==> src/rtl/core/pwl_pkg.sv <==
`timescale 1ns / 1ps
// ----------------------------------------------------------------------------
// Piecewise-linear table package
// Shared types, codes and sizes for the breakpoint table lookup block.
// ----------------------------------------------------------------------------
package pwl_pkg;

  // Table size and the widths that follow from it.
  localparam int MAX_POINTS = 16;
  localparam int ADDR_W     = $clog2(MAX_POINTS);
  localparam int ENTRY_W    = 64;

  // Divider sizing: quotient bits kept before the result is capped.
  localparam int DIV_STEPS  = 35;
  localparam int STEP_W     = $clog2(DIV_STEPS + 1);

  // Command codes.
  localparam logic CMD_WRITE  = 1'b0;
  localparam logic CMD_LOOKUP = 1'b1;

  // Status codes.
  localparam logic [1:0] STATUS_WRITE        = 2'd0;
  localparam logic [1:0] STATUS_INTERP       = 2'd1;
  localparam logic [1:0] STATUS_CLAMP_BELOW  = 2'd2;
  localparam logic [1:0] STATUS_CLAMP_ABOVE  = 2'd3;

  // Request transaction.
  typedef struct packed {
    logic               cmd;
    logic [3:0]         point_index;
    logic signed [31:0] key_in;
    logic signed [31:0] value_in;
  } req_t;

  // Response transaction.
  typedef struct packed {
    logic signed [31:0] result_value;
    logic [1:0]         status;
  } rsp_t;

  // Sequencer states.
  typedef enum logic [3:0] {
    ST_IDLE,
    ST_RD_FIRST,
    ST_CHK_FIRST,
    ST_RD_LAST,
    ST_CHK_LAST,
    ST_RD_SEG,
    ST_SCAN,
    ST_DIFF,
    ST_MUL_LO,
    ST_MUL_HI,
    ST_DIV_INIT,
    ST_DIV,
    ST_SUM,
    ST_FINISH
  } state_t;

endpackage

==> src/rtl/core/piecewise_linear_table_lookup.sv <==
`timescale 1ns / 1ps
// ----------------------------------------------------------------------------
// Piecewise-linear table lookup
// Stores Q16.16 breakpoints and answers lookups by clamping or by linear
// interpolation within the segment that holds the key.
// ----------------------------------------------------------------------------
//  Channel  Signals                     Direction  Content
//  req      req_valid / req_ready / req  in         command, index, key, value
//  rsp      rsp_valid / rsp_ready / rsp  out        result value and status
//  cfg      cfg_we / cfg_wdata           in         points_in_use register
//
// A write goes from the accepting state straight to the finish state, which
// loads the response register. An interpolating lookup reads the first and
// last breakpoints, then scans the segments, reading each breakpoint from the
// table RAM, then does the split 33x17 multiply in a low and a high half and
// the 35-bit quotient one bit per cycle, which a zero-width segment or an
// oversized quotient skips. Clamped lookups end at the first or last check.
// One transaction is in flight at a time; req_ready is high only when idle.
// A held response does not block acceptance, only the final load waits.
// Reset is synchronous and sets points_in_use to 1; the table is not cleared.
// ----------------------------------------------------------------------------
module piecewise_linear_table_lookup (
  input  logic          clk,
  input  logic          rst,
  input  logic          req_valid,
  output logic          req_ready,
  input  pwl_pkg::req_t req,
  output logic          rsp_valid,
  input  logic          rsp_ready,
  output pwl_pkg::rsp_t rsp,
  input  logic          cfg_we,
  input  logic [4:0]    cfg_wdata
);

  pwl_pkg::state_t state, state_next;

  logic [4:0]                  pts;
  logic [pwl_pkg::ADDR_W-1:0]  last_idx;
  logic [pwl_pkg::ADDR_W-1:0]  rd_idx;

  logic                        req_fire;
  logic                        ram_we;
  logic [pwl_pkg::ENTRY_W-1:0] ram_wdata;
  logic [pwl_pkg::ENTRY_W-1:0] ram_rdata;
  logic signed [31:0]          rd_key;
  logic signed [31:0]          rd_val;

  logic signed [31:0] key;
  logic signed [31:0] prev_k;
  logic signed [31:0] prev_v;
  logic signed [31:0] cur_k;
  logic signed [31:0] cur_v;

  logic [32:0] mag_t;
  logic [32:0] mag_dy;
  logic [32:0] mag_dx;
  logic        neg;
  logic [64:0] prod;
  logic [32:0] rem;
  logic [pwl_pkg::DIV_STEPS-1:0] quo;
  logic [pwl_pkg::STEP_W-1:0]    step;

  logic signed [31:0] res_value;
  logic [1:0]         res_status;

  logic        found;
  logic        out_free;
  logic signed [32:0] t_d;
  logic signed [32:0] dy_d;
  logic signed [32:0] dx_d;
  logic [16:0] mul_b;
  logic [49:0] mul_p;
  logic [33:0] rem_sh;
  logic        rem_ge;
  logic [32:0] rem_nx;
  logic [pwl_pkg::DIV_STEPS-1:0] q_cap;
  logic signed [35:0] sum;
  logic signed [31:0] sum_sat;

  // Effective last index: a count of zero acts as one, a count past the table
  // acts as the full table.
  always_comb begin
    if (pts == 5'd0) begin
      last_idx = '0;
    end else if (32'(pts) > pwl_pkg::MAX_POINTS) begin
      last_idx = pwl_pkg::ADDR_W'(pwl_pkg::MAX_POINTS - 1);
    end else begin
      last_idx = pwl_pkg::ADDR_W'(pts - 5'd1);
    end
  end

  // Breakpoint table: key in the upper half, value in the lower half.
  assign ram_wdata = {req.key_in, req.value_in};
  assign rd_key    = ram_rdata[63:32];
  assign rd_val    = ram_rdata[31:0];

  pwl_ram #(
    .WIDTH (pwl_pkg::ENTRY_W),
    .DEPTH (pwl_pkg::MAX_POINTS)
  ) u_table (
    .clk   (clk),
    .we    (ram_we),
    .waddr (pwl_pkg::ADDR_W'(req.point_index)),
    .wdata (ram_wdata),
    .raddr (rd_idx),
    .rdata (ram_rdata)
  );

  // Segment test for the breakpoint just read; the last segment is the fallback.
  assign found = ((key >= prev_k) && (key < rd_key)) || (rd_idx == last_idx);

  // Differences of the chosen segment, 33 bits signed.
  assign t_d  = 33'(key)   - 33'(prev_k);
  assign dy_d = 33'(cur_v) - 33'(prev_v);
  assign dx_d = 33'(cur_k) - 33'(prev_k);

  // Shared multiplier: low then high half of the value difference.
  assign mul_b = (state == pwl_pkg::ST_MUL_LO) ? mag_dy[16:0] : {1'b0, mag_dy[32:17]};
  assign mul_p = mag_t * mul_b;

  // One restoring division step.
  assign rem_sh = {rem, quo[pwl_pkg::DIV_STEPS-1]};
  assign rem_ge = rem_sh >= {1'b0, mag_dx};
  assign rem_nx = rem_ge ? 33'(rem_sh - {1'b0, mag_dx}) : rem_sh[32:0];

  // Cap the quotient at 2^34, apply the sign and saturate to Q16.16.
  always_comb begin
    q_cap = quo;
    if (quo > {1'b1, 34'd0}) begin
      q_cap = {1'b1, 34'd0};
    end
    if (neg) begin
      sum = 36'(prev_v) - 36'({1'b0, q_cap});
    end else begin
      sum = 36'(prev_v) + 36'({1'b0, q_cap});
    end
    if ((sum[35:31] == 5'b00000) || (sum[35:31] == 5'b11111)) begin
      sum_sat = sum[31:0];
    end else if (sum[35]) begin
      sum_sat = 32'sh8000_0000;
    end else begin
      sum_sat = 32'sh7FFF_FFFF;
    end
  end

  assign out_free = !rsp_valid || rsp_ready;

  // Next-state logic.
  always_comb begin
    state_next = state;
    case (state)
      pwl_pkg::ST_IDLE: begin
        if (req_valid) begin
          state_next = (req.cmd == pwl_pkg::CMD_WRITE) ? pwl_pkg::ST_FINISH
                                                        : pwl_pkg::ST_RD_FIRST;
        end
      end
      pwl_pkg::ST_RD_FIRST:  state_next = pwl_pkg::ST_CHK_FIRST;
      pwl_pkg::ST_CHK_FIRST: begin
        state_next = (key < rd_key) ? pwl_pkg::ST_FINISH : pwl_pkg::ST_RD_LAST;
      end
      pwl_pkg::ST_RD_LAST:   state_next = pwl_pkg::ST_CHK_LAST;
      pwl_pkg::ST_CHK_LAST: begin
        if ((key > rd_key) || (last_idx == '0)) begin
          state_next = pwl_pkg::ST_FINISH;
        end else begin
          state_next = pwl_pkg::ST_RD_SEG;
        end
      end
      pwl_pkg::ST_RD_SEG:    state_next = pwl_pkg::ST_SCAN;
      pwl_pkg::ST_SCAN: begin
        state_next = found ? pwl_pkg::ST_DIFF : pwl_pkg::ST_RD_SEG;
      end
      pwl_pkg::ST_DIFF:      state_next = pwl_pkg::ST_MUL_LO;
      pwl_pkg::ST_MUL_LO:    state_next = pwl_pkg::ST_MUL_HI;
      pwl_pkg::ST_MUL_HI:    state_next = pwl_pkg::ST_DIV_INIT;
      pwl_pkg::ST_DIV_INIT: begin
        if ((mag_dx == '0) || ({3'b0, prod[64:35]} >= mag_dx)) begin
          state_next = pwl_pkg::ST_SUM;
        end else begin
          state_next = pwl_pkg::ST_DIV;
        end
      end
      pwl_pkg::ST_DIV: begin
        if (step == pwl_pkg::STEP_W'(pwl_pkg::DIV_STEPS - 1)) begin
          state_next = pwl_pkg::ST_SUM;
        end
      end
      pwl_pkg::ST_SUM:       state_next = pwl_pkg::ST_FINISH;
      pwl_pkg::ST_FINISH: begin
        if (out_free) begin
          state_next = pwl_pkg::ST_IDLE;
        end
      end
      default:               state_next = pwl_pkg::ST_IDLE;
    endcase
  end

  // Control outputs.
  always_comb begin
    req_ready = (state == pwl_pkg::ST_IDLE);
    req_fire  = req_ready && req_valid;
    ram_we    = req_fire && (req.cmd == pwl_pkg::CMD_WRITE) &&
                (32'(req.point_index) < pwl_pkg::MAX_POINTS);
  end

  // Control registers.
  always_ff @(posedge clk) begin
    if (rst) begin
      state     <= pwl_pkg::ST_IDLE;
      pts       <= 5'd1;
      rsp_valid <= 1'b0;
    end else begin
      state <= state_next;
      if (cfg_we) begin
        pts <= cfg_wdata;
      end
      if ((state == pwl_pkg::ST_FINISH) && out_free) begin
        rsp_valid <= 1'b1;
      end else if (rsp_ready) begin
        rsp_valid <= 1'b0;
      end
    end
  end

  // Datapath registers, stepped by the sequencer.
  always_ff @(posedge clk) begin
    case (state)
      pwl_pkg::ST_IDLE: begin
        key        <= req.key_in;
        rd_idx     <= '0;
        res_value  <= '0;
        res_status <= pwl_pkg::STATUS_WRITE;
      end
      pwl_pkg::ST_CHK_FIRST: begin
        prev_k     <= rd_key;
        prev_v     <= rd_val;
        rd_idx     <= last_idx;
        res_value  <= rd_val;
        res_status <= pwl_pkg::STATUS_CLAMP_BELOW;
      end
      pwl_pkg::ST_CHK_LAST: begin
        rd_idx <= pwl_pkg::ADDR_W'(1);
        if (key > rd_key) begin
          res_value  <= rd_val;
          res_status <= pwl_pkg::STATUS_CLAMP_ABOVE;
        end else begin
          res_value  <= prev_v;
          res_status <= pwl_pkg::STATUS_INTERP;
        end
      end
      pwl_pkg::ST_SCAN: begin
        if (found) begin
          cur_k <= rd_key;
          cur_v <= rd_val;
        end else begin
          prev_k <= rd_key;
          prev_v <= rd_val;
          rd_idx <= rd_idx + pwl_pkg::ADDR_W'(1);
        end
      end
      pwl_pkg::ST_DIFF: begin
        mag_t  <= t_d[32]  ? 33'(-t_d)  : 33'(t_d);
        mag_dy <= dy_d[32] ? 33'(-dy_d) : 33'(dy_d);
        mag_dx <= dx_d[32] ? 33'(-dx_d) : 33'(dx_d);
        neg    <= t_d[32] ^ dy_d[32] ^ dx_d[32];
      end
      pwl_pkg::ST_MUL_LO: begin
        prod <= {15'd0, mul_p};
      end
      pwl_pkg::ST_MUL_HI: begin
        prod <= prod + {mul_p[47:0], 17'd0};
      end
      pwl_pkg::ST_DIV_INIT: begin
        step <= '0;
        rem  <= {3'b0, prod[64:35]};
        if (mag_dx == '0) begin
          quo <= '0;
        end else if ({3'b0, prod[64:35]} >= mag_dx) begin
          quo <= {1'b1, 34'd0};
        end else begin
          quo <= prod[34:0];
        end
      end
      pwl_pkg::ST_DIV: begin
        rem  <= rem_nx;
        quo  <= {quo[pwl_pkg::DIV_STEPS-2:0], rem_ge};
        step <= step + pwl_pkg::STEP_W'(1);
      end
      pwl_pkg::ST_SUM: begin
        res_value  <= sum_sat;
        res_status <= pwl_pkg::STATUS_INTERP;
      end
      default: begin
      end
    endcase
  end

  // Response register.
  always_ff @(posedge clk) begin
    if ((state == pwl_pkg::ST_FINISH) && out_free) begin
      rsp.result_value <= res_value;
      rsp.status       <= res_status;
    end
  end

endmodule

==> src/rtl/core/pwl_ram.sv <==
`timescale 1ns / 1ps
// ----------------------------------------------------------------------------
// Generic RAM
// One write port and one read port with registered read data.
// ----------------------------------------------------------------------------
module pwl_ram #(
  parameter int WIDTH = 64,
  parameter int DEPTH = 16
) (
  input  logic                     clk,
  input  logic                     we,
  input  logic [$clog2(DEPTH)-1:0] waddr,
  input  logic [WIDTH-1:0]         wdata,
  input  logic [$clog2(DEPTH)-1:0] raddr,
  output logic [WIDTH-1:0]         rdata
);

  logic [WIDTH-1:0] mem [DEPTH];

  // Write port and registered read port.
  always_ff @(posedge clk) begin
    if (we) begin
      mem[waddr] <= wdata;
    end
    rdata <= mem[raddr];
  end

endmodule

==> config.mk <==
export PLATFORM = sky130hd
export DESIGN_NAME = piecewise_linear_table_lookup
export DESIGN_NICKNAME = d
export VERILOG_FILES = /design/src/rtl/core/pwl_pkg.sv /design/src/rtl/core/piecewise_linear_table_lookup.sv /design/src/rtl/core/pwl_ram.sv
export SDC_FILE = /design/constraint.sdc
export NUM_CORES = 2
export LEC_CHECK = 0
export BUFFER_PORTS_ARGS = -buffer_cell sky130_fd_sc_hd__buf_2
export CAP_MARGIN = 20
export CELL_PAD_IN_SITES_DETAIL_PLACEMENT = 2
export CELL_PAD_IN_SITES_GLOBAL_PLACEMENT = 2
export CORE_ASPECT_RATIO = 0.9
export CORE_MARGIN = 2
export CORE_UTILIZATION = 49
export DETAILED_ROUTE_END_ITERATION = 10
export PLACE_DENSITY_LB_ADDON = 0.1
export SYNTH_ARGS = -nofsm -noshare
export SYNTH_HDL_FRONTEND = slang
export SYNTH_HIERARCHICAL = 1
export SYNTH_SLANG_ARGS = --single-unit
export TNS_END_PERCENT = 30
==> constraint.sdc <==
create_clock -name clk -period 18.4 [get_ports clk]
set_input_delay 0.92 -clock clk [delete_from_list [all_inputs] [get_ports clk]]
set_output_delay 0.92 -clock clk [all_outputs]
set_load 0.1 [all_outputs]
==> results of run 1 <==
cell families after synthesis:
group / Yosys count
AO/OA/AOI/OAI: 1283
XOR/XNOR: 341
adder cells (fa/ha/maj): 877
buffers and inverters: 1091
flip-flops: 1569
multiplexers: 315
AND/OR/NAND/NOR: 1725
per-stage QoR:
step,util (%),hold WS (ns),cells,cell area (µm²),worst slack [ns]
after global placement,50.94,0.4022,9526,94350,6.723
after floorplan,-,0.4003,7201,91120,8.113
after detailed placement,50.95,0.4071,9527,94370,6.103
==> impl_results.html, run 1 <==
<table>
<tr><th>Metric</th><th>Value</th></tr>
<tr><th colspan="2">Logic synthesis</th></tr>
<tr><td>Largest family of logic cells by synthesized area</td><td>adder cells</td></tr>
<tr><td>Sequential area share after synthesis</td><td>50.89%</td></tr>
<tr><td>Count of distinct cell types in the synthesized netlist</td><td>89</td></tr>
<tr><td>Count of flip-flops with a built-in enable after synthesis</td><td>1495</td></tr>
<tr><td>Post-synthesis share of cell area spent on full adders, half adders and majority gates</td><td>15.91%</td></tr>
<tr><td>Yosys warning count</td><td>6</td></tr>
<tr><td>Ys async rst share</td><td>0%</td></tr>
<tr><td>Synth Net Count</td><td>8157</td></tr>
<tr><td>Share of cell area taken by muxes after synthesis</td><td>7.007%</td></tr>
<tr><td>Share of synthesized cell area in and, or, nand and nor gates</td><td>8.932%</td></tr>
<tr><td>Yosys reg bits</td><td>1569</td></tr>
<tr><td>Parity-gate share of the synthesized area counting xor and xnor cells</td><td>3.293%</td></tr>
<tr><td>Gate Count Post-Synth</td><td>7201</td></tr>
<tr><td>Avg Inst Size Synth</td><td>12.65 µm²</td></tr>
<tr><td>Cell type with the highest aggregate area in the netlist</td><td>sky130_fd_sc_hd__edfxtp_1</td></tr>
<tr><td>Prevailing post-synth register cell</td><td>sky130_fd_sc_hd__edfxtp_1</td></tr>
<tr><td>Main area contributors after synthesis</td><td>sky130_fd_sc_hd__edfxtp_1 (49%), sky130_fd_sc_hd__fa_1 (10%), sky130_fd_sc_hd__mux4_2 (6.3%), sky130_fd_sc_hd__ha_1 (5.6%), sky130_fd_sc_hd__inv_1 (3.3%)</td></tr>
<tr><td>Synthesized area</td><td>0.09112 mm²</td></tr>
<tr><td>Most common cell in the synthesized netlist</td><td>sky130_fd_sc_hd__edfxtp_1</td></tr>
<tr><td>Top post-synthesis cells by count</td><td>sky130_fd_sc_hd__edfxtp_1 (1495), sky130_fd_sc_hd__inv_1 (791), sky130_fd_sc_hd__nand2_1 (784), sky130_fd_sc_hd__fa_1 (470), sky130_fd_sc_hd__ha_1 (407)</td></tr>
<tr><td>Area share of the leading cell type in the synthesized netlist</td><td>49.27%</td></tr>
<tr><td>Compound-cell area share of the yosys netlist</td><td>9.304%</td></tr>
<tr><th colspan="2">Status</th></tr>
<tr><td>Result of the run</td><td>did not finish</td></tr>
<tr><td>Error that halted the flow</td><td>[ERROR DPL-0033] detailed placement checks failed during check placement.</td></tr>
<tr><td>Last stage reached</td><td>clock tree synthesis</td></tr>
<tr><th colspan="2">Floorplan</th></tr>
<tr><td>Initial core utilization</td><td>49.19%</td></tr>
<tr><td>Number of placement rows</td><td>150</td></tr>
<tr><td>Die outline width</td><td>458.6 µm</td></tr>
<tr><td>Height of the die</td><td>413.1 µm</td></tr>
<tr><td>Io pins</td><td>115</td></tr>
<tr><th colspan="2">Clock network</th></tr>
<tr><td>Clock sink count</td><td>1569</td></tr>
<tr><td>Total of cells resized after clock tree synthesis</td><td>0</td></tr>
<tr><td>H-Tree Depth</td><td>4</td></tr>
<tr><td>Post-CTS Setup Inserts</td><td>0</td></tr>
<tr><td>Clock root buffer master</td><td>sky130_fd_sc_hd__clkbuf_16</td></tr>
<tr><td>TritonCTS Buffers</td><td>167</td></tr>
<tr><td>Max Buffers Root-to-Sink</td><td>3</td></tr>
<tr><td>Hold-fix buffers at CTS</td><td>0</td></tr>
<tr><th colspan="2">Place</th></tr>
<tr><td>Estimated wirelength of the detail-placed design</td><td>236700 µm</td></tr>
<tr><td>Number of buffers inserted by port buffering</td><td>114</td></tr>
<tr><td>Placer congestion estimate</td><td>0.8840</td></tr>
</table>
==> run 2: changes to the inputs <==
- CELL_PAD_IN_SITES_DETAIL_PLACEMENT: 2 -> unset
- CELL_PAD_IN_SITES_GLOBAL_PLACEMENT: 2 -> unset
- CORE_ASPECT_RATIO: 0.9 -> unset
- CORE_UTILIZATION: 49 -> 40
- PLACE_DENSITY_LB_ADDON: 0.1 -> 0.15
==> impl_results.html, run 2 <==
<table>
<tr><th>Metric</th><th>Value</th></tr>
<tr><th colspan="2">Place</th></tr>
<tr><td>Number of buffers inserted by port buffering</td><td>114</td></tr>
<tr><td>Placer congestion estimate</td><td>0.9190</td></tr>
<tr><td>Estimated wirelength of the detail-placed design</td><td>174700 µm</td></tr>
<tr><th colspan="2">Finish</th></tr>
<tr><td>Largest regs</td><td>u_table/mem (1024), prod (65), u_table/rdata (64)</td></tr>
<tr><td>Area occupied by multi-input gates</td><td>0.04075 mm²</td></tr>
<tr><td>Number of nets in the finished design</td><td>8245</td></tr>
<tr><td>Fraction of layout instances using a drive strength above 1</td><td>11.14%</td></tr>
<tr><td>Fill cell count</td><td>20830</td></tr>
<tr><td>Commonest cells after routing, fill and taps aside</td><td>sky130_fd_sc_hd__edfxtp_1 (1495), sky130_fd_sc_hd__inv_1 (790), sky130_fd_sc_hd__nand2_1 (782)</td></tr>
<tr><td>Biggest register</td><td>u_table/mem</td></tr>
<tr><td>Layout overhead on the synthesized area</td><td>10.72%</td></tr>
<tr><td>Flip-flop count of the largest register after layout</td><td>1024</td></tr>
<tr><td>Total area of sequential cells</td><td>0.04637 mm²</td></tr>
<tr><td>Most common cell after layout, fill and taps aside</td><td>sky130_fd_sc_hd__edfxtp_1</td></tr>
<tr><th colspan="2">Clock network</th></tr>
<tr><td>Max Buffers Root-to-Sink</td><td>3</td></tr>
<tr><td>Post-CTS Setup Inserts</td><td>0</td></tr>
<tr><td>Hold-fix buffers at CTS</td><td>0</td></tr>
<tr><td>Clock transition time at the flip-flop clock pins of the worst setup and hold paths</td><td>0.06 ns</td></tr>
<tr><td>TritonCTS Buffers</td><td>166</td></tr>
<tr><td>Total of cells resized after clock tree synthesis</td><td>0</td></tr>
<tr><td>Clock latency on the worst-skew pair</td><td>0.84 ns</td></tr>
<tr><td>H-Tree Depth</td><td>4</td></tr>
<tr><td>CTS tree</td><td>built</td></tr>
<tr><td>Clock root buffer master</td><td>sky130_fd_sc_hd__clkbuf_16</td></tr>
<tr><td>Clock sink count</td><td>1569</td></tr>
<tr><th colspan="2">Logic synthesis</th></tr>
<tr><td>Yosys reg bits</td><td>1569</td></tr>
<tr><td>Cell type with the highest aggregate area in the netlist</td><td>sky130_fd_sc_hd__edfxtp_1</td></tr>
<tr><td>Synth Net Count</td><td>8157</td></tr>
<tr><td>Yosys warning count</td><td>6</td></tr>
<tr><td>Area share of the leading cell type in the synthesized netlist</td><td>49.27%</td></tr>
<tr><td>Prevailing post-synth register cell</td><td>sky130_fd_sc_hd__edfxtp_1</td></tr>
<tr><td>Synthesized area</td><td>0.09112 mm²</td></tr>
<tr><td>Sequential area share after synthesis</td><td>50.89%</td></tr>
<tr><td>Count of distinct cell types in the synthesized netlist</td><td>89</td></tr>
<tr><td>Avg Inst Size Synth</td><td>12.65 µm²</td></tr>
<tr><td>Count of flip-flops with a built-in enable after synthesis</td><td>1495</td></tr>
<tr><td>Gate Count Post-Synth</td><td>7201</td></tr>
<tr><td>Most common cell in the synthesized netlist</td><td>sky130_fd_sc_hd__edfxtp_1</td></tr>
<tr><td>Top post-synthesis cells by count</td><td>sky130_fd_sc_hd__edfxtp_1 (1495), sky130_fd_sc_hd__inv_1 (791), sky130_fd_sc_hd__nand2_1 (784), sky130_fd_sc_hd__fa_1 (470), sky130_fd_sc_hd__ha_1 (407)</td></tr>
<tr><td>Ys async rst share</td><td>0%</td></tr>
<tr><td>Main area contributors after synthesis</td><td>sky130_fd_sc_hd__edfxtp_1 (49%), sky130_fd_sc_hd__fa_1 (10%), sky130_fd_sc_hd__mux4_2 (6.3%), sky130_fd_sc_hd__ha_1 (5.6%), sky130_fd_sc_hd__inv_1 (3.3%)</td></tr>
<tr><th colspan="2">Critical path</th></tr>
<tr><td>Timing startpoint of the critical path</td><td>state[2]$_SDFFE_PP0P_</td></tr>
<tr><td>Setup crit start kind</td><td>flop</td></tr>
<tr><td>Critical path capture point type</td><td>flop</td></tr>
<tr><td>Critical setup path kind</td><td>flop to flop</td></tr>
<tr><td>Crit-path max cell delay</td><td>0.86 ns</td></tr>
<tr><td>Arrival time at the worst endpoint</td><td>12.56 ns</td></tr>
<tr><td>Standard cell with the maximum stage delay on the critical path</td><td>sky130_fd_sc_hd__nor2_4</td></tr>
<tr><td>Critical R2R Launch</td><td>state[2]$_SDFFE_PP0P_</td></tr>
<tr><td>Worst path required time</td><td>18.94 ns</td></tr>
<tr><td>Library cell appearing most often on the critical path</td><td>sky130_fd_sc_hd__fa_1</td></tr>
<tr><td>Maximum fanout count along the critical path</td><td>33</td></tr>
<tr><th colspan="2">Routing</th></tr>
<tr><td>Post-route DRC</td><td>0</td></tr>
<tr><td>Pre-antenna DRT Iters</td><td>5</td></tr>
<tr><td>Via count normalized by instance count</td><td>5.556</td></tr>
<tr><td>DRC marker count from the first detailed-route iteration</td><td>5316</td></tr>
<tr><td>Detailed-route via count</td><td>58040</td></tr>
<tr><td>Antenna violation net count after detailed routing</td><td>0</td></tr>
<tr><td>Sum of routed wire length over all layers</td><td>255200 µm</td></tr>
<tr><td>Routed length per instance</td><td>24.43 µm</td></tr>
<tr><th colspan="2">STA</th></tr>
<tr><td>Maximum frequency from static timing analysis</td><td>83.18 MHz</td></tr>
<tr><td>Sum of negative setup slack</td><td>0 ns</td></tr>
<tr><td>Actual slew at the worst max-slew pin</td><td>1.151 ns</td></tr>
<tr><td>Crit path time final</td><td>12.02 ns</td></tr>
<tr><td>Total count of max-transition violations in the final report</td><td>0</td></tr>
<tr><td>Unrepaired setup endpoints after global routing</td><td>false</td></tr>
<tr><td>Setup skew after layout</td><td>0.06875 ns</td></tr>
<tr><td>Final number of hold-violating endpoints</td><td>0</td></tr>
<tr><td>Rel. slew slack</td><td>22.58%</td></tr>
<tr><td>Setup violators final</td><td>0</td></tr>
<tr><td>Share of the clock period used by the worst path after layout</td><td>65.34%</td></tr>
<tr><th colspan="2">GRT</th></tr>
<tr><td>Maximum number of pins on one net before global-route repair</td><td>144</td></tr>
<tr><td>Global-route wire length before repair</td><td>383800 µm</td></tr>
<tr><td>Number of global-route vias before repair</td><td>59300</td></tr>
<tr><td>Total GRT Usage</td><td>22.15%</td></tr>
<tr><td>Number of antenna violations at the first check in global routing</td><td>33</td></tr>
<tr><td>Total overflow reported by the global router</td><td>0</td></tr>
<tr><th colspan="2">Floorplan</th></tr>
<tr><td>Die area</td><td>0.2316 mm²</td></tr>
<tr><td>Die outline width</td><td>481.3 µm</td></tr>
<tr><td>Io pins</td><td>115</td></tr>
<tr><td>Placeable core area</td><td>0.2268 mm²</td></tr>
<tr><td>Number of placement rows</td><td>175</td></tr>
<tr><td>Initial core utilization</td><td>40.17%</td></tr>
<tr><td>Height of the die</td><td>481.3 µm</td></tr>
<tr><th colspan="2">Run</th></tr>
<tr><td>Number of max-capacitance violations reported</td><td>0</td></tr>
<tr><th colspan="2">Worst hold path</th></tr>
<tr><td>Startpoint of the most critical hold path</td><td>res_value[17]$_DFFE_PP_</td></tr>
<tr><td>Worst min-delay path category</td><td>flop to flop</td></tr>
<tr><th colspan="2">Status</th></tr>
<tr><td>Result of the run</td><td>finished, final reports clean</td></tr>
</table>
## run 2: cell counts after synthesis
Identical to the previous run, type by type.
## run 2: per-layer routing
metal / vias to the layer above / track usage, % / wire, µm
met5: - / 0 / 218
met4: 36 / 6.154 / 6865
met3: 367 / 3.297 / 13960
met2: 1590 / 36.41 / 122100
met1: 29970 / 30.59 / 112100
li1: 26070 / - / -
## run 2: final cells by class
type	count	area share, %
antenna	6	0.01488
timing repair buffer	219	1.382
sequential	1569	45.97
multi-input combinational	4541	40.39
tap	3009	3.732
clock inverter	90	1.069
clock buffer	219	4.498
inverter	792	2.947
## run 2: cell families after synthesis
kind of cell	count (synthesis)	synth area share [%]
DFF	1569	50.89
muxes	315	7.007
and+or+nand+nor	1725	8.932
adders and majority gates	877	15.91
xor gates and xnor gates	341	3.293
AOI/OAI and AO/OA	1283	9.305
buffers and inverters	1091	4.654
## run 2: critical path, delay by kind of cell, from the launching register on
kind / cells / cell delay, ns
fa+ha+maj: 8 / 3.96
compound gates: 14 / 3.67
simple gates: 6 / 1.63
mux: 1 / 0.76
xor+xnor: 2 / 0.58
flops: 1 / 0.54
buf+inv: 5 / 0.53
## run 2: worst paths after layout
check	to	slack, ns	cells past startpoint
setup / recovery	prod[62]$_SDFFCE_PN0P_	6.38	36
hold / removal	rsp[19]$_DFFE_PP_	0.40	0
setup reg to reg	prod[62]$_SDFFCE_PN0P_	6.38	36
hold reg to reg	rsp[19]$_DFFE_PP_	0.40	0
## run 2: stage by stage
step / setup slack, ns / cell area (µm²) / util (%) / std cells / hold WS [ns]
6_report: 6.378 / 100900 / 44.48 / 10450 / 0.3973
3_3_place_gp: 6.552 / 95230 / 41.98 / 10130 / 0.4011
2_1_floorplan: 8.113 / 91120 / - / 7201 / 0.4003
5_1_grt: 5.620 / 100900 / 44.47 / 10440 / 0.4032
3_5_place_dp: 6.434 / 95240 / 41.98 / 10130 / 0.4056
4_1_cts: 6.433 / 100900 / 44.46 / 10440 / 0.3803
Power of run 2 is not shown: default switching activity piles up to over one toggle a cycle in this logic, so the estimate is an artifact.
